[config.mk]
export PLATFORM = sky130hd
export DESIGN_NAME = lsb_stego_extractor
export DESIGN_NICKNAME = d
export VERILOG_FILES = /design/src/rtl/lse_pkg.sv /design/src/rtl/lsb_stego_extractor.sv
export SDC_FILE = /design/constraint.sdc
export NUM_CORES = 1
export LEC_CHECK = 0
export BUFFER_PORTS_ARGS = -buffer_cell sky130_fd_sc_hd__buf_2
export CORE_MARGIN = 2
export CORE_UTILIZATION = 61
export DETAILED_ROUTE_END_ITERATION = 8
export PLACE_DENSITY = 0.8
export SYNTH_ARGS = -nofsm -noshare
export SYNTH_HDL_FRONTEND = slang
export SYNTH_SLANG_ARGS = --single-unit
[constraint.sdc]
create_clock -name clk -period 11.9 [get_ports clk]
set_input_delay 0.595 -clock clk [delete_from_list [all_inputs] [get_ports clk]]
set_output_delay 0.595 -clock clk [all_outputs]
set_load 0.005 [all_outputs]
[src/rtl/lse_pkg.sv]
package lse_pkg;

  localparam logic [7:0] MAGIC_CHAR_RST   = 8'd35;
  localparam logic [7:0] HEADER_BYTES_RST = 8'd54;
  localparam int unsigned MAX_EXT_LEN_DEF = 4;

  // Configuration register indexes
  localparam logic CFG_MAGIC_CHAR   = 1'b0;
  localparam logic CFG_HEADER_BYTES = 1'b1;

  typedef enum logic [2:0] {
    PH_HEADER   = 3'd0,
    PH_MAGIC    = 3'd1,
    PH_EXT_LEN  = 3'd2,
    PH_EXT_DATA = 3'd3,
    PH_SIZE     = 3'd4,
    PH_PAYLOAD  = 3'd5,
    PH_HALT     = 3'd6
  } phase_t;

  typedef enum logic [1:0] {
    KIND_EXT     = 2'd0,
    KIND_PAYLOAD = 2'd1,
    KIND_STATUS  = 2'd2
  } kind_t;

  typedef enum logic [1:0] {
    ST_OK        = 2'd0,
    ST_BAD_MAGIC = 2'd1,
    ST_EXT_LONG  = 2'd2,
    ST_EMPTY     = 2'd3
  } status_t;

  typedef struct packed {
    logic [7:0] ch;
    kind_t      kind;
    status_t    status;
    logic       last;
  } result_t;

endpackage

[src/rtl/lsb_stego_extractor.sv]
// LSB steganography extractor. Feed the bytes of a stego bitmap file, one
// item per cycle, with in_start_of_file high on the first byte of each file
// (the block also starts fresh out of reset). The first header_bytes bytes
// are skipped; from then on bit 0 of each byte is shifted in, most
// significant bit first, to form an 8-bit magic character (checked against
// magic_char), a 32-bit extension length, that many extension characters, a
// 32-bit payload size and the payload bytes. Every extension character and
// payload byte comes out as one result item; the last payload byte has
// out_last set. A magic mismatch, an extension length above MAX_EXT_LEN or
// a zero payload size gives one status item (out_kind status, out_last set)
// and the block then drops all bytes until the next start of file. Each
// input byte is decoded in the cycle it is accepted and its result lands in
// a two-entry output buffer, so the block sustains one item per cycle;
// in_stall rises only when both buffer entries hold results the consumer
// has not taken. Write configuration only while the block is idle.
module lsb_stego_extractor
  import lse_pkg::*;
#(
  parameter int unsigned MAX_EXT_LEN = MAX_EXT_LEN_DEF
) (
  input  logic       clk,
  input  logic       rst_n,
  // configuration
  input  logic       cfg_wr_en,
  input  logic       cfg_index,
  input  logic [7:0] cfg_data,
  // image byte stream
  input  logic       in_valid,
  output logic       in_stall,
  input  logic [7:0] in_image_byte,
  input  logic       in_start_of_file,
  // decoded items
  output logic       out_valid,
  input  logic       out_stall,
  output logic [7:0] out_char,
  output logic [1:0] out_kind,
  output logic [1:0] out_status,
  output logic       out_last
);

  localparam int unsigned EXT_W = $clog2(MAX_EXT_LEN + 1);

  // configuration registers
  logic [7:0] magic_char_r;
  logic [7:0] header_bytes_r;

  // decoder state
  phase_t           phase_r,       phase_nxt;
  logic [7:0]       count_r,       count_nxt;
  logic [31:0]      shift_r,       shift_nxt;
  logic [4:0]       bit_cnt_r,     bit_cnt_nxt;
  logic [EXT_W-1:0] ext_rem_r,     ext_rem_nxt;
  logic [31:0]      pay_rem_r,     pay_rem_nxt;

  // output buffer: head drives the ports, skid catches one more
  result_t head_r, skid_r;
  logic    head_valid_r, skid_valid_r;

  phase_t      phase_eff;
  phase_t      field_phase;
  logic [7:0]  count_eff;
  logic [31:0] shift_eff;
  logic [31:0] shift_new;
  logic [4:0]  bit_cnt_eff;
  logic        field_done;
  logic        res_valid;
  result_t     res;
  logic        in_accept;
  logic        out_pop;
  logic        push;

  assign in_accept = in_valid & ~in_stall;
  assign out_pop   = head_valid_r & ~out_stall;
  assign push      = in_accept & res_valid;
  assign in_stall  = skid_valid_r;

  always_ff @(posedge clk) begin
    if (!rst_n) begin
      magic_char_r   <= MAGIC_CHAR_RST;
      header_bytes_r <= HEADER_BYTES_RST;
    end else if (cfg_wr_en) begin
      unique case (cfg_index)
        CFG_MAGIC_CHAR:   magic_char_r   <= cfg_data;
        CFG_HEADER_BYTES: header_bytes_r <= cfg_data;
        default: ;
      endcase
    end
  end

  // Decode one byte: a start of file first clears the state it sees.
  always_comb begin
    phase_eff   = in_start_of_file ? PH_HEADER : phase_r;
    count_eff   = in_start_of_file ? 8'd0 : count_r;
    shift_eff   = in_start_of_file ? 32'd0 : shift_r;
    bit_cnt_eff = in_start_of_file ? 5'd0 : bit_cnt_r;

    phase_nxt   = phase_eff;
    count_nxt   = count_eff;
    shift_nxt   = shift_eff;
    bit_cnt_nxt = bit_cnt_eff;
    ext_rem_nxt = ext_rem_r;
    pay_rem_nxt = pay_rem_r;

    res_valid  = 1'b0;
    res.ch     = 8'd0;
    res.kind   = KIND_STATUS;
    res.status = ST_OK;
    res.last   = 1'b0;

    field_phase = (phase_eff == PH_HEADER) ? PH_MAGIC : phase_eff;
    shift_new   = {shift_eff[30:0], in_image_byte[0]};
    field_done  = ((field_phase == PH_EXT_LEN) || (field_phase == PH_SIZE)) ?
                  (bit_cnt_eff == 5'd31) : (bit_cnt_eff == 5'd7);

    priority if (phase_eff == PH_HALT) begin
      // drop bytes until the next start of file
    end else if (phase_eff == PH_HEADER && count_eff < header_bytes_r) begin
      count_nxt = count_eff + 8'd1;
    end else if (!field_done) begin
      phase_nxt   = field_phase;
      shift_nxt   = shift_new;
      bit_cnt_nxt = bit_cnt_eff + 5'd1;
    end else begin
      shift_nxt   = 32'd0;
      bit_cnt_nxt = 5'd0;
      unique case (field_phase)
        PH_MAGIC: begin
          if (shift_new[7:0] != magic_char_r) begin
            phase_nxt  = PH_HALT;
            res_valid  = 1'b1;
            res.status = ST_BAD_MAGIC;
            res.last   = 1'b1;
          end else begin
            phase_nxt = PH_EXT_LEN;
          end
        end
        PH_EXT_LEN: begin
          if (shift_new > 32'(MAX_EXT_LEN)) begin
            phase_nxt  = PH_HALT;
            res_valid  = 1'b1;
            res.status = ST_EXT_LONG;
            res.last   = 1'b1;
          end else begin
            ext_rem_nxt = shift_new[EXT_W-1:0];
            phase_nxt   = (shift_new == 32'd0) ? PH_SIZE : PH_EXT_DATA;
          end
        end
        PH_EXT_DATA: begin
          ext_rem_nxt = ext_rem_r - EXT_W'(1);
          if (ext_rem_r == EXT_W'(1)) phase_nxt = PH_SIZE;
          res_valid = 1'b1;
          res.ch    = shift_new[7:0];
          res.kind  = KIND_EXT;
        end
        PH_SIZE: begin
          if (shift_new == 32'd0) begin
            phase_nxt  = PH_HALT;
            res_valid  = 1'b1;
            res.status = ST_EMPTY;
            res.last   = 1'b1;
          end else begin
            pay_rem_nxt = shift_new;
            phase_nxt   = PH_PAYLOAD;
          end
        end
        PH_PAYLOAD: begin
          pay_rem_nxt = pay_rem_r - 32'd1;
          res_valid   = 1'b1;
          res.ch      = shift_new[7:0];
          res.kind    = KIND_PAYLOAD;
          if (pay_rem_r == 32'd1) begin
            phase_nxt = PH_HALT;
            res.last  = 1'b1;
          end
        end
        default: phase_nxt = PH_HALT;
      endcase
    end
  end

  // Advance the decoder state only on an accepted item.
  always_ff @(posedge clk) begin
    if (!rst_n) begin
      phase_r   <= PH_HEADER;
      count_r   <= 8'd0;
      shift_r   <= 32'd0;
      bit_cnt_r <= 5'd0;
      ext_rem_r <= '0;
      pay_rem_r <= 32'd0;
    end else if (in_accept) begin
      phase_r   <= phase_nxt;
      count_r   <= count_nxt;
      shift_r   <= shift_nxt;
      bit_cnt_r <= bit_cnt_nxt;
      ext_rem_r <= ext_rem_nxt;
      pay_rem_r <= pay_rem_nxt;
    end
  end

  // Output buffer valid bits: refill the head from the skid first, so
  // order is kept.
  always_ff @(posedge clk) begin
    if (!rst_n) begin
      head_valid_r <= 1'b0;
      skid_valid_r <= 1'b0;
    end else if (!head_valid_r || out_pop) begin
      head_valid_r <= skid_valid_r | push;
      skid_valid_r <= skid_valid_r & push;
    end else if (push) begin
      skid_valid_r <= 1'b1;
    end
  end

  // Payload of the buffer: no reset needed.
  always_ff @(posedge clk) begin
    if (!head_valid_r || out_pop) begin
      if (skid_valid_r) begin
        head_r <= skid_r;
        if (push) skid_r <= res;
      end else if (push) begin
        head_r <= res;
      end
    end else if (push) begin
      skid_r <= res;
    end
  end

  assign out_valid  = head_valid_r;
  assign out_char   = head_r.ch;
  assign out_kind   = head_r.kind;
  assign out_status = head_r.status;
  assign out_last   = head_r.last;

endmodule

After elaboration in Yosys (flattened, before gate mapping) --
Index checks and enable logic that the tools add are counted.
Word-level totals: flip-flop bits (word level) 127, bits in latches 0, memory bits (writable) 0, ROM bits 0, input port bits 23, output and inout port bits 15, word-level logic and storage cells 116, memories kept 0
Cells by class: $add $sub $neg 4, multiply operators 0, divide/modulo/power cells 0, order comparisons 2, equal/unequal tests 14, shift operators 0, muxes and demuxes 52, bitwise logic cells 10, reductions and logical operators 16
Operators with widths (number):
- $mux W32 | 5
- $mux W13 | 8
- $pmux W32 S2 | 1
- $mux W3 | 13
- $eq A32 B1 Y1 const B | 1
- $gt A32 B3 Y1 const B | 1
- $logic_not A32 Y1 | 1
- $sub A32 B1 Y32 const B | 1
- $mux W8 | 3
- $mux W5 | 4
- $pmux W10 S2 | 1
- $pmux W3 S5 | 1
- $reduce_and A6 Y1 | 2
- $mux W1 | 10
- $eq A3 B3 Y1 const B | 3
- $add A8 B1 Y8 const B | 1
- $lt A8 B8 Y1 | 1
- $ne A8 B8 Y1 | 1
- $pmux W1 S4 | 2
- $reduce_bool A2 Y1 | 4
- $eq A3 B1 Y1 const B | 2
- $eq A3 B2 Y1 const B | 2
- $ne A2 B2 Y1 const B | 3
- $pmux W2 S3 | 1
- 15 further kinds | 26

Logic depth before layout (Yosys ltp) --
Gate-level depths: netlist of the first run.
depth after elaboration 13, mapped depth 14

Worst setup path before layout of the first run --
No wires, ideal clock.
kind input to register, from in in_start_of_file, to reg skid_r[0] in the netlist's numbering, enable pin, data arrival time 3.884 ns, required time 11.496 ns, path slack 7.612 ns, stages 12, buffers on the path 5, path through buf_2 > clkbuf_1 > clkbuf_1 > clkbuf_1 > nor2b_1 > ha_1 > and3b_1 > or4b_1 > and2_1 > clkbuf_1 > a21o_1 > a211oi_1
RTL lines:
- from (decl) | RTL line lsb_stego_extractor.sv:31 | input logic in_start_of_file,
- to (signal assigned) | RTL line lsb_stego_extractor.sv:219 | if (push) skid_r <= res;
- to (signal assigned) | RTL line lsb_stego_extractor.sv:224 | skid_r <= res;
- to (decl) | RTL line lsb_stego_extractor.sv:56 | result_t head_r, skid_r;

Final worst setup path of the first run --
from in in_start_of_file, to reg head_r (netlist bit out_char[2]), enable pin
On the way: cells in the longest elaborated chain, start to end 12
Ends and longest elaborated chain:
- parallel branches: the longest is 8 deep, another holds $gt A32 B3 Y1
- $mux W1 (*) | RTL line lsb_stego_extractor.sv:115 | priority if (phase_eff == PH_HALT) begin
- $and A1 B1 Y1 (*) | RTL line lsb_stego_extractor.sv:74 | assign push = in_accept & res_valid;
- $reduce_bool A2 Y1 (no source line) (*)
- $reduce_and A2 Y1 (no source line) (*)
- to (signal assigned) | RTL line lsb_stego_extractor.sv:218 | head_r <= skid_r;
- to (signal assigned) | RTL line lsb_stego_extractor.sv:221 | head_r <= res;
- to (decl) | RTL line lsb_stego_extractor.sv:56
Every way passes the cells marked *. A chain may end at the register's enable or synchronous reset.

==> results by stage, run 1 <==
Run status:
- The flow ran to the end, and the final reports show no timing, DRC or antenna violations.

Final layout:
- The layout filler cell count is around 790.
- The final standard cell utilization of the core is 0.694.
- The area growth from synthesis to layout is 11.4%.
- In the final design database the tool counted ~820 nets.
- The area of the multi-input gates is 3630 um^2.
- After the flow finishes, the layout carries non-filler instances totaling roughly 930.
- Registers take 2780 um^2.
- In the final layout, the share of cells above drive strength 1 is 0.132.
- The finished cells cover 7490 um^2.
- 0 antenna diodes ended up in the layout.

Timing:
- The worst setup skew after layout is slightly above 0.008 ns.
- The maximum frequency from static timing analysis is roughly 260 MHz.
- The max-slew violation count is 0.
- The slew of the pin with the lowest slew margin is roughly 1.3 ns.
- The number of hold violations in the final report is 0.
- The share of the cycle needed by the critical path after routing is 0.327.
- The setup TNS is 0 ns.
- The worst slew margin relative to its limit is 0.122.
- Setup repair after global routing left no endpoint under its margin.
- Subtracting the final worst setup slack from the clock period gives 3.89 ns.
- Setup violations remaining at the end of the flow were counted as 0.

Worst setup path:
- The worst flop-to-flop path startpoint is bit_cnt_r[0].
- The maximum fanout along the worst path is 47.
- STA classifies the critical path startpoint as a primary input.
- In this run the register-to-register setup slack is 8.21 ns.
- The worst flop-to-flop path endpoint is out_char[2].
- The endpoint required time on the critical path is about 12 ns.
- The number of cells on the worst reg-to-reg path is 8.
- The worst setup path is of the in -> reg kind.
- The first element of the critical path is in_start_of_file.
- The critical path endpoint is out_char[2].
- The kind of end point of the critical path is a flip-flop.
- The worst endpoint data arrival time is between 4 and 5 ns.

Place:
- Port buffering added 30 buffers.
- The half-perimeter wire length of the detailed placement result is approximately 11000 um.
- At the end of routability-driven placement, the weighted congestion stood at slightly above 0.9.
- In this run the cell area measured after placement is 6900 um^2.
- Including well taps, the total number of placed cells is 902.

Pwr:
- The power dissipated by switching net loads is around 0.22 mW.
- Power spread over the standard cell area amounts to around 130 nW/um^2.
- The switching share of total power is 0.224.
- The worst ir drop on vdd is just under 100 uV.
- The sequential share of power is 0.442.
- The share of total power dissipated in the clock network is 0.522.
- The portion of total power attributed to combinational logic is 0.035.
- The internal cell power is between 0.7 and 0.8 mW.
- The reported leakage power is about 2.7 nW.

Synth:
- The yosys synthesis warning count is 0.
- The cell count after synthesis is between 700 and 800.
- The most common cell in the synthesized netlist is dfxtp_1.
- The distinct cell type count of the synthesized netlist is 69.
- Summing every instance area after synthesis gives 6730 um^2.
- When the netlist entered floorplanning its net count stood at 823.
- The area share of the leading cell type in the synthesized netlist is 0.298.
- The async set-reset flop share out of synthesis is 0.
- The cell taking the most area after synthesis is dfxtp_1.
- The top flip-flop cell by instance count after synthesis is dfxtp_1.
- Yosys attributes the largest share of cell area to dfxtp_1 30%, edfxtp_1 12%, nand2_1 4.9%.
- Averaged over all synthesized cells, the footprint is around 8.5 um^2.
- In this run, synthesis produced a sequential element count of around 130.
- Yosys mapped a number of flops with a built-in enable equal to 26.
- For this run, the register share of the synthesized area comes to 0.414.
- Counting instances in the post-synthesis netlist gives the leading cell types as 100 x dfxtp_1, 88 x nand2_1, 62 x nor2_1.

Clock network:
- The number of buffers inserted by post-CTS setup repair is 0.
- The number of gates resized after CTS is 0.
- Buffers inserted to repair hold after CTS numbered 0.
- The clock tree synthesis step divided the H-tree into 4 levels.
- In this run, CTS created clock tree buffers numbering 17.
- The insertion delay of the later-clocked pin in the worst-skew pair is 0.54 ns.
- The tree is rooted in a clkbuf_8.
- The largest buffer count on any clock path is 2.
- The TritonCTS clock tree is yes.
- The clock slew at the register clock pins of the worst setup and hold paths is ~0.06 ns.
- The clock drives 126 sinks.

Floorplanning:
- The placeable core region is around 11000 um^2.
- The die span in y is roughly 110 um.
- The floorplan step set the die width to ~110 um.
- The number of top-level pins is 38.
- The effective utilization at floorplan is 0.623.
- The floorplan step defined a die boundary enclosing 11900 um^2.
- The number of core rows is 38.

GRT:
- The number of global-route vias before repair is between 5k and 6k.
- The global route total overflow is 0.
- The first global-routing pass estimated 28800 um of wire.
- The largest net degree at the start of global routing is between 80 and 90.
- The total routing resource utilization after global routing is 0.309.
- The initial antenna violation count was 0.

Route:
- The wire length per cell is 18.6 um.
- The total via count in the routed design is roughly 6.3k.
- The first routing iteration left 587 violations.
- The final layout contains routed wiring with a total length of ~17000 um.
- In this run the remaining antenna-violating nets after routing total 0.
- The post-route DRC violation count is 0.
- The number of detailed-routing iterations run before antenna repair is 8.
- In the routed layout, each cell is associated on average with a via count of slightly below 7.

Worst hold path:
- The type of the worst min-delay path is in -> reg.

Job:
- The number of maximum-capacitance constraint violations is 0.
layout by cell type, fill, tap and decap left out, drive strengths merged, types with 8 or more instances in the layout:
master    n
dfxtp   100
nand2    88
nor2     62
a21oi    60
o21ai    45
buf      40
a32o     30
edfxtp   26
nor3     25
nand3    20
o211ai   19
inv      19
clkbuf   18
nor4     17
nor2b    15
o31ai    15
a31oi    14
ha       13
clkinv   11
xnor2     9
nand4     9
a22oi     8
and3      8
and2      8
per-layer routing:
layer  global-route usage  routed length (um)  part of all wire
met5                    0                   0                 0
met2                0.469                8050              0.46
met1                0.437                7450              0.43
met3               0.0586                1470             0.085
met4                0.117                 386             0.022
kinds of logic after synthesis:
group / share of synthesized area
adder cells (fa/ha/maj): 0.0257
multiplexers: 0.0128
AND/OR/NAND/NOR: 0.217
AO/OA/AOI/OAI: 0.266
XOR/XNOR: 0.0143
flip-flops: 0.414
buffers and inverters: 0.0502
state kept, by name (all words and copies together) (netlist names):
signal,cells
pay_rem_r,32
skid_r,13
out_valid,1
ext_rem_r,3
out_char,8
shift_r,31
bit_cnt_r,5
out_kind,2
phase_r,3
count_r,8
in_stall,1
out_status,2
header_bytes_r,8
out_last,1
magic_char_r,8
power groups by stage:
| stage | logic [mW] | clock network, mW | registers (mW) |
|---|---|---|---|
| after floorplan | 0.0238 | 0 | 0.448 |
| after global placement | 0.0332 | 0 | 0.449 |
| after detailed placement | 0.0344 | 0 | 0.449 |
| after CTS | 0.0347 | 0.522 | 0.440 |
| after global routing | 0.0391 | 0.541 | 0.440 |
| final | 0.0353 | 0.519 | 0.440 |
critical path: stages:
cell and delay (ns):
buf_2 0.65, nor2b_1 0.19, ha_1 0.33, o221ai_1 0.11
a211o_1 0.48, a221oi_1 0.35, o311ai_0 0.27, a22oi_1 1.05
worst min path at each step:
stage / depth (start not counted) / start / to
after floorplan: 2 / pay_rem_r[14] / pay_rem_r[14]
after global routing: 3 / cfg_data[0] / header_bytes_r[0]
after detailed placement: 2 / header_bytes_r[7] / header_bytes_r[7]
after global placement: 2 / pay_rem_r[14] / pay_rem_r[14]
final: 3 / cfg_data[0] / magic_char_r[0]
after CTS: 3 / cfg_data[0] / magic_char_r[0]
cell type report:
| type | count | share of cell area |
|---|---|---|
| multi-input cells | 575 | 0.485 |
| repair buffers | 40 | 0.0301 |
| inverters | 21 | 0.0105 |
| flip-flops and latches | 126 | 0.371 |
| clock inverters | 14 | 0.0225 |
| well taps | 140 | 0.0234 |
| clock buffers | 18 | 0.0571 |
per-stage QoR:
step	power (mW)	setup slack (ns)	hold slack, ns
finish	0.994	8.01	0.306
detailed placement	0.483	7.49	0.454
CTS	0.996	8.03	0.297
floorplan	0.472	7.61	0.431
global route	1.02	7.75	0.313
global placement	0.482	7.66	0.443
(Power assumes the default switching activity.)
==> run 2, diff against run 1 <==
- ABC_AREA: unset -> 1
- PLACE_DENSITY: 0.8 -> 0.79
- clock period: 11.9 -> 3.6 ns (I/O delays scaled with it)
==> run 2 against run 1 <==
Total power increased to 3.6 times the previous value; critical path depth increased by 4; first-iteration DRC count increased by 12%; largest power group unchanged; flip-flop and latch count unchanged; die area increased by 9.4%; critical path type is now reg -> reg; sequential share of layout area decreased by 3.4 points; cell count increased by 38%; design area increased by 10%; non-clock buffer count increased by 6; hold slack got worse by 0.30 ns; area after synthesis increased by 9.8%; register-to-register slack got worse by 7.3 ns.
==> results by stage, run 2 <==
Final layout:
- Measured on the finished design, the core utilization comes to 0.692.
- With fillers left out, the area of the finished cells amounts to 8250 um^2.
- Compared with the post-synthesis result, the final layout area differs by 11.6%.
- The fraction of final layout cells with drive strength greater than 1 is 0.108.
- The register with the most flip-flops in the layout has 32 of them.
- The repair_antennas step left the layout with diodes totalling 0.
- Leaving out fill and tap cells, the most frequent cells in the layout are 374 x nand2_1, 138 x nor2_1, 100 x dfxtp_1.
- The net count of the finished layout is ~1.2k.
- The largest registers in the layout are pay_rem_r (32), shift_r (31), skid_r (13).
- The register bank with the most flops is pay_rem_r.
- Once layout is complete, the cells apart from fillers number around 1.3k.
- The most frequent standard cell in the layout excluding fill and tap cells is nand2_1.
- The layout filler cell count is between 1k and 1.5k.

Worst setup path:
- Among all stages on the critical path, the largest delay is contributed by inv_2.
- The total buffers and inverters traversed by the critical path is 2.
- The largest delay contributor family on the critical path is simple AND/OR/NAND/NOR gates.
- The critical path start-end classification is reg -> reg.
- The maximum fanout along the worst path is 32.
- At the worst endpoint, the required time is roughly 4.0 ns.
- The critical path goes through inv_1 > nor2_1 > ha_1 > a21oi_1 > nand4_1 > a21oi_1 > nand2_1 > nand3_2 > nand2_1 > inv_2 > nand3_1 > a21oi_1.
- The worst endpoint data arrival time is approximately 3.1 ns.
- The most prevalent standard cell on the critical path is a21oi_1.
- The kind of end point of the critical path is a flip-flop.
- The sort of element at the start of the critical path is a flip-flop.
- The delay contributed by the slowest stage of the critical path is roughly 0.43 ns.

Clock network:
- The buffer cell driving the clock tree root is clkbuf_16.
- TritonCTS built the clock tree.
- The number of gates resized after CTS is 0.
- The clock slew at the register clock pins of the worst setup and hold paths is around 0.060 ns.
- The largest buffer count on any clock path is 2.
- The H-tree generated during clock tree synthesis spans 4 levels.
- Clock latency on the worst-skew pair, taken at its later pin, is approximately 0.42 ns.
- Counting the buffers created by CTS gives 17.
- The number of sinks on the clock net is between 100 and 150.

GRT:
- The number of global-route vias before repair was 6321.
- The met2 capacity usage during global routing is 0.441.
- Entering global routing, the biggest net connects between 40 and 50 pins.
- The met1 usage in global routing is 0.411.
- The highest-utilization routing layer at the global route stage is met2.
- In the global route stage, overall resource usage came out at 0.287.
- The global-route met3 utilization is 0.0537.
- After global routing the overflow that remains totals 0.
- The global-route wire length before repair is 30100 um.
- The initial antenna violation count came to 0.

Synth:
- The synthesized net count is approximately 1.1k.
- Of the post-synthesis cell area, the dominant cell type holds 0.271.
- Ranked by total cell area, the synthesized netlist is headed by dfxtp_1 27%, nand2_1 19%, edfxtp_1 11%.
- In this run the mean area of a mapped cell was between 6 and 7 um^2.
- Counting flops with a built-in enable in the synthesized netlist gives 26.
- The distinct cell type count of the synthesized netlist is between 40 and 50.
- After synthesis the cells add up to around 7400 um^2.
- The cell taking the most area after synthesis is dfxtp_1.
- The top flip-flop cell by instance count after synthesis is dfxtp_1.
- The yosys synthesis warning count is 0.
- Synthesis produced 1107 cells.
- The sequential element share of the synthesized area is 0.377.
- The synthesized design contains between 100 and 150 register bits.
- After synthesis, the most frequently instantiated cells are 374 x nand2_1, 138 x nor2_1, 100 x dfxtp_1.
- The leading cell type by number of instances after synthesis is nand2_1.
- Counting flops with an async set or reset pin after synthesis yields a share of 0.

Route:
- The total via count in the routed design is approximately 7.1k.
- After detailed routing, the average wire length per cell comes to 13.7 um.
- The number of antenna-violating nets in the routed design is 0.
- The total length of routed wires is about 18000 um.
- The number of detailed-routing iterations run before antenna repair is 6.
- Using the TritonRoute via totals, the vias-per-cell ratio works out to between 5 and 6.
- In this run, the number of DRC markers left after iteration 0 of detailed routing was 659.
- The post-route DRC violation count is 0.

Timing:
- The slack of the critical path is 0.861 ns.
- Headroom to the max-slew limit came out at 0.615.
- The post-layout minimum cycle time is roughly 2.7 ns.
- The worst setup skew after layout is 0.00708 ns.
- The number of hold violations in the final report is 0.
- At the pin with the least slew margin, the transition time is just under 0.6 ns.
- Static timing analysis puts the maximum clock frequency at 365 MHz.
- The total setup violations reported at the end of the flow is 0.
- Setup repair after global routing left no endpoint under its margin.
- The max-slew violation count came to 0.
- Summed over all failing endpoints, the final setup total negative slack is 0 ns.
- Of the available clock period, the critical path in the final layout requires 0.761.

Floorplanning:
- The die span in y is between 100 and 150 um.
- The die is between 100 and 150 um wide.
- The number of core rows is 40.
- The number of top-level pins is 38.
- The initial utilization of the core area, before any placement, comes to 0.620.
- The floorplan step defined a core boundary enclosing roughly 12000 um^2.
- The die covers 13000 um^2.

Place:
- The pre-CTS setup slack is just over 0.7 ns.
- The total cell area at the placement stage is roughly 7600 um^2.
- The routability congestion estimate is 0.937.
- The half-perimeter wire length of the detailed placement result is approximately 12000 um.
- The number of placed cells counting well taps is roughly 1.2k.
- In this run the tool buffered the top-level ports with 30 buffer cells.

Run status:
- The flow ran to the end, and the final reports show no timing, DRC or antenna violations.

Pwr:
- The worst ir drop on vdd is ~370 uV.
- The power density over the cells is ~440 nW/um^2.
- The reported leakage power is 3.75 nW.

Worst hold path:
- The type of the worst min-delay path is in -> reg.

Job:
- Across the run, the number of max-cap violations was 0.
## run 2: cell count changes after synthesis, sizes merged, moves of 19 or more
cell,before,now
nor3,25,6
o21ai,45,64
a21oi,60,93
nand2,88,391
inv,19,80
a32o,30,0
nor2,62,145
clkbuf,56,20
nand3,20,66
## run 2: stage by stage
stage               hold slack, ns  total power [mW]
CTS                       0.000341              3.62
global route                0.0153              3.74
global placement             0.421              1.80
finish                     0.00296              3.61
detailed placement           0.417              1.80
floorplan                    0.306              1.73
## run 2: kinds of logic after synthesis
kind of cell,after synthesis,share of synthesized area
AND/OR/NAND/NOR,630,0.355
AO/OA/AOI/OAI,180,0.135
buffers and inverters,130,0.0774
flip-flops,126,0.377
XOR/XNOR,26,0.0308
adder cells (fa/ha/maj),13,0.0220
multiplexers,2,0.00305
## run 2: final timing paths
check | startpoint | slack, ns | depth (start not counted) | endpoint
setup / recovery | count_r[7] | 0.86 | 12 | shift_r[15]
setup reg to reg | count_r[7] | 0.86 | 12 | shift_r[15]
hold reg to reg | header_bytes_r[3] | 0.46 | 2 | header_bytes_r[3]
hold / removal | cfg_data[4] | 0.003 | 3 | header_bytes_r[4]
## run 2: final cells by class
type / count / area [um^2] / area share
Inverter: 84 / 320 / 0.0388
Tap cell: 147 / 184 / 0.0223
Multi-Input combinational cell: 851 / 4030 / 0.489
Sequential cell: 126 / 2780 / 0.337
Timing Repair Buffer: 46 / 295 / 0.0358
Clock inverter: 13 / 189 / 0.0229
Clock buffer: 19 / 443 / 0.0537
## run 2: layer usage
layer | share of wire | vias to the layer above
li1 | - | 3635
met1 | 0.47 | 3232
met2 | 0.45 | 236
met3 | 0.067 | 23
met4 | 0.016 | 0
met5 | 0 | -
## run 2: power by group
| part | internal [mW] | switching [mW] | total [mW] |
|---|---|---|---|
| sequential | 1.47 | 0.0232 | 1.49 |
| combinational | 0.0897 | 0.199 | 0.289 |
| clock | 1.18 | 0.649 | 1.83 |
| total | 2.74 | 0.871 | 3.61 |
## run 2: repair_timing
item | 4_1_cts | 5_1_grt
hold buffers | 5 | 0
hold endpoints to repair | 5 | 0
buffers inserted | 0 | 0
endpoints found under the setup margin | 0 | 0
## run 2: worst register-to-register path, cell delays in order, from the launching register on
cell and delay [ns]:
dfxtp_1 0.32, inv_1 0.04, nor2_1 0.19, ha_1 0.31, a21oi_1 0.16, nand4_1 0.11, a21oi_1 0.13, nand2_1 0.35
nand3_2 0.23, nand2_1 0.08, inv_2 0.43, nand3_1 0.17, a21oi_1 0.15
==> run 3, diff against run 2 <==
- CORE_UTILIZATION: 61 -> 56
- PLACE_DENSITY: 0.79 -> 0.77
- clock period: 3.6 -> 2.3 ns (I/O delays scaled with it)
==> run 3 against run 2 <==
Via count grew 4.9%; sequential share of layout area fell by 2.2 points; combinational power is 77% higher; first-iteration DRC count grew 19%; global-route usage down 0.95 points; worst setup slack lost 0.80 ns; core utilization decreased by 0.15 points; highest routed layer unchanged.
==> results by stage, run 3 (synthesized netlist as in run 2, its figures left out) <==
Clock network:
- Counting the buffers created by CTS gives 17.
- TritonCTS built the clock tree.
- After clock tree synthesis, the clock-pin slew on the worst setup and hold paths is 0.06 ns.
- At the later pin of the worst-skew pair, clock insertion delay measures approximately 0.43 ns.
- The largest buffer count on any clock path is 2.
- In this run the number of H-tree levels came out at 4.
- The clock drives about 130 sinks.
- The cell sitting at the root of the clock tree is a clkbuf_16.

Final layout:
- pay_rem_r holds more flip-flops than any other register.
- The area growth from synthesis to layout is 19.5%.
- In the final layout, the share of cells above drive strength 1 is 0.154.
- The final design instance area without fill is a little under 9000 um^2.
- At the end of the flow the core is filled with cells to 0.691.
- The largest registers in the layout are pay_rem_r (32), shift_r (31), skid_r (13).
- The layout filler cell count is ~1.0k.
- The register with the most flip-flops in the layout has 32 of them.
- The most frequent standard cell in the layout excluding fill and tap cells is nand2_1.
- In the layout the commonest cells are 371 x nand2_1, 133 x nor2_1, 98 x dfxtp_1.
- The count of nets after finishing is roughly 1.2k.
- The number of antenna diodes in the final layout is 0.

Pwr:
- Of the total power, the share spent switching nets is 0.240.
- For this design the static power due to leakage is between 3 and 4 nW.
- The internal cell power is approximately 4.5 mW.
- The sequential share of power is 0.398.
- The total power is 5.87 mW.
- The worst ir drop on vdd is roughly 450 uV.
- The analysis attributes to net switching a power of ~1.4 mW.
- The power density over the cells is 665 nW/um^2.
- The portion of total power attributed to combinational logic is 0.087.
- Of the total power, the clock network draws 0.515.

GRT:
- Entering global routing, the biggest net connects 79 pins.
- The global-route wire length before repair is 31800 um.
- The initial antenna violation count is 0.
- The number of global-route vias before repair is between 6k and 7k.
- The global route total overflow is 0.
- In the global route stage, overall resource usage came out at 0.278.

Timing:
- Setup violations remaining at the end of the flow were counted as 0.
- The clock period could shrink to around 2.2 ns.
- Setup repair after global routing could not meet its margin everywhere.
- Across all setup checks in the final design, the least slack found is approximately 0.064 ns.
- The max-slew violation count is 0.
- The clock arrives with approximately 0.008 ns of skew.
- The maximum frequency from static timing analysis is between 400 and 500 MHz.
- The worst slew margin relative to its limit is 0.715.
- The number of hold violations in the final report was 0.
- The setup TNS is 0 ns.
- For the pin with the worst max-slew slack, the measured transition is ~0.43 ns.
- The share of the cycle needed by the critical path after routing is 0.972.

Floorplanning:
- The die is approximately 120 um tall.
- The number of core rows is 41.
- The number of top-level pins is 38.
- The core region is 12800 um^2.
- The horizontal die dimension is roughly 120 um.
- The initial utilization of the core area, before any placement, comes to 0.578.
- The overall die area is 14100 um^2.

Place:
- The total cell area at the placement stage is around 8000 um^2.
- Routability-driven placement finished with a final weighted congestion of between 0.9 and 1.
- The half-perimeter wire length of the detailed placement result is around 13000 um.
- The pre-CTS setup slack is 0.00341 ns.
- The number of buffers inserted by port buffering is 30.

Route:
- In the routed layout, each cell is associated on average with a via count of 5.53.
- The wire length per cell is roughly 14 um.
- The number of detailed-routing iterations run before antenna repair is 5.
- Once detail routing completed, the nets flagged for antenna violations numbered 0.
- The first routing iteration left a little under 800 violations.
- Summing over every cut layer, the via total after detailed routing is about 7.5k.
- The total length of routed wires is between 15000 and 20000 um.
- After detailed routing, the number of remaining DRC violations is 0.

Worst setup path:
- Data arrives at the worst endpoint at between 2 and 2.5 ns.
- The worst setup path is of the reg -> reg kind.
- STA classifies the critical path startpoint as a flip-flop.
- For the worst setup path, the data required time is around 2.5 ns.
- The worst flop-to-flop path startpoint is count_r[6].
- The maximum fanout along the worst path is 6.
- The first element of the critical path is count_r[6].
- The worst setup path is captured at a flip-flop.

Worst hold path:
- The worst hold path begins at out_stall.
- The type of the worst min-delay path is in -> reg.

Run status:
- The flow ran to the end, and the final reports show no timing, DRC or antenna violations.

Job:
- Across the run, the number of max-cap violations was 0.
-- run 3: cell types whose count changed in the layout (fill, tap and decap cells not counted), sizes merged --
cell	before	now
buf	41	77
clkbuf	19	22
clkinv	9	5
dlygate4sd3	5	8
inv	82	84
-- run 3: power groups by stage --
stage               combinational (mW)  sequential (mW)  clock (mW)
floorplan                        0.344             2.37           0
global placement                 0.462             2.38           0
detailed placement               0.471             2.38           0
CTS                              0.486             2.33        3.03
global route                     0.573             2.34        3.13
finish                           0.512             2.34        3.02
-- run 3: cell type report --
type | count | area, um^2 | area share
Inverter | 84 | 325 | 0.0369
Clock inverter | 11 | 175 | 0.0199
Clock buffer | 21 | 494 | 0.0560
Tap cell | 172 | 215 | 0.0244
Timing Repair Buffer | 86 | 716 | 0.0811
Multi-Input combinational cell | 851 | 4110 | 0.466
Sequential cell | 126 | 2790 | 0.316
-- run 3: critical path, cell delays in order (launching register included) --
cell and delay (ns):
dfxtp_1 0.32, nand2_1 0.11, inv_1 0.07, ha_1 0.29, nand2_1 0.07, nor2_1 0.18
a21oi_2 0.10, nand2_4 0.10, nand3_2 0.07, nor2_2 0.12, nand2_2 0.09, a21oi_4 0.24
clkbuf_16 0.19
-- run 3: metrics by stage --
step / hold WS, ns / instances
floorplan: 0.241 / 1107
global placement: 0.355 / 1306
detailed placement: 0.355 / 1306
CTS: 0.00789 / 1346
global route: 0.0405 / 1351
finish: 0.00689 / 1351
-- run 3: timing repair --
action | in CTS | in global routing
cloned | 0 | 1
setup buffers | 0 | 4
pin swaps | 0 | 7
hold buffers | 8 | 0
setup endpoints to repair | 2 | 103
gates resized for setup | 1 | 26
endpoints found under the hold margin | 14 | 0
-- run 3: per-layer routing --
metal	share of wire	GRT usage	wire, um
met4	0.023	0.117	444
met3	0.068	0.0627	1310
met1	0.45	0.367	8620
met2	0.46	0.439	8930
met5	0	0	0
-- run 3: final timing paths --
kind | slack [ns] | to | cells past startpoint
max | 0.06 | out_char[0] | 12
min | 0.007 | in_stall | 3
max reg2reg | 0.06 | out_char[0] | 12
min reg2reg | 0.46 | header_bytes_r[3] | 2
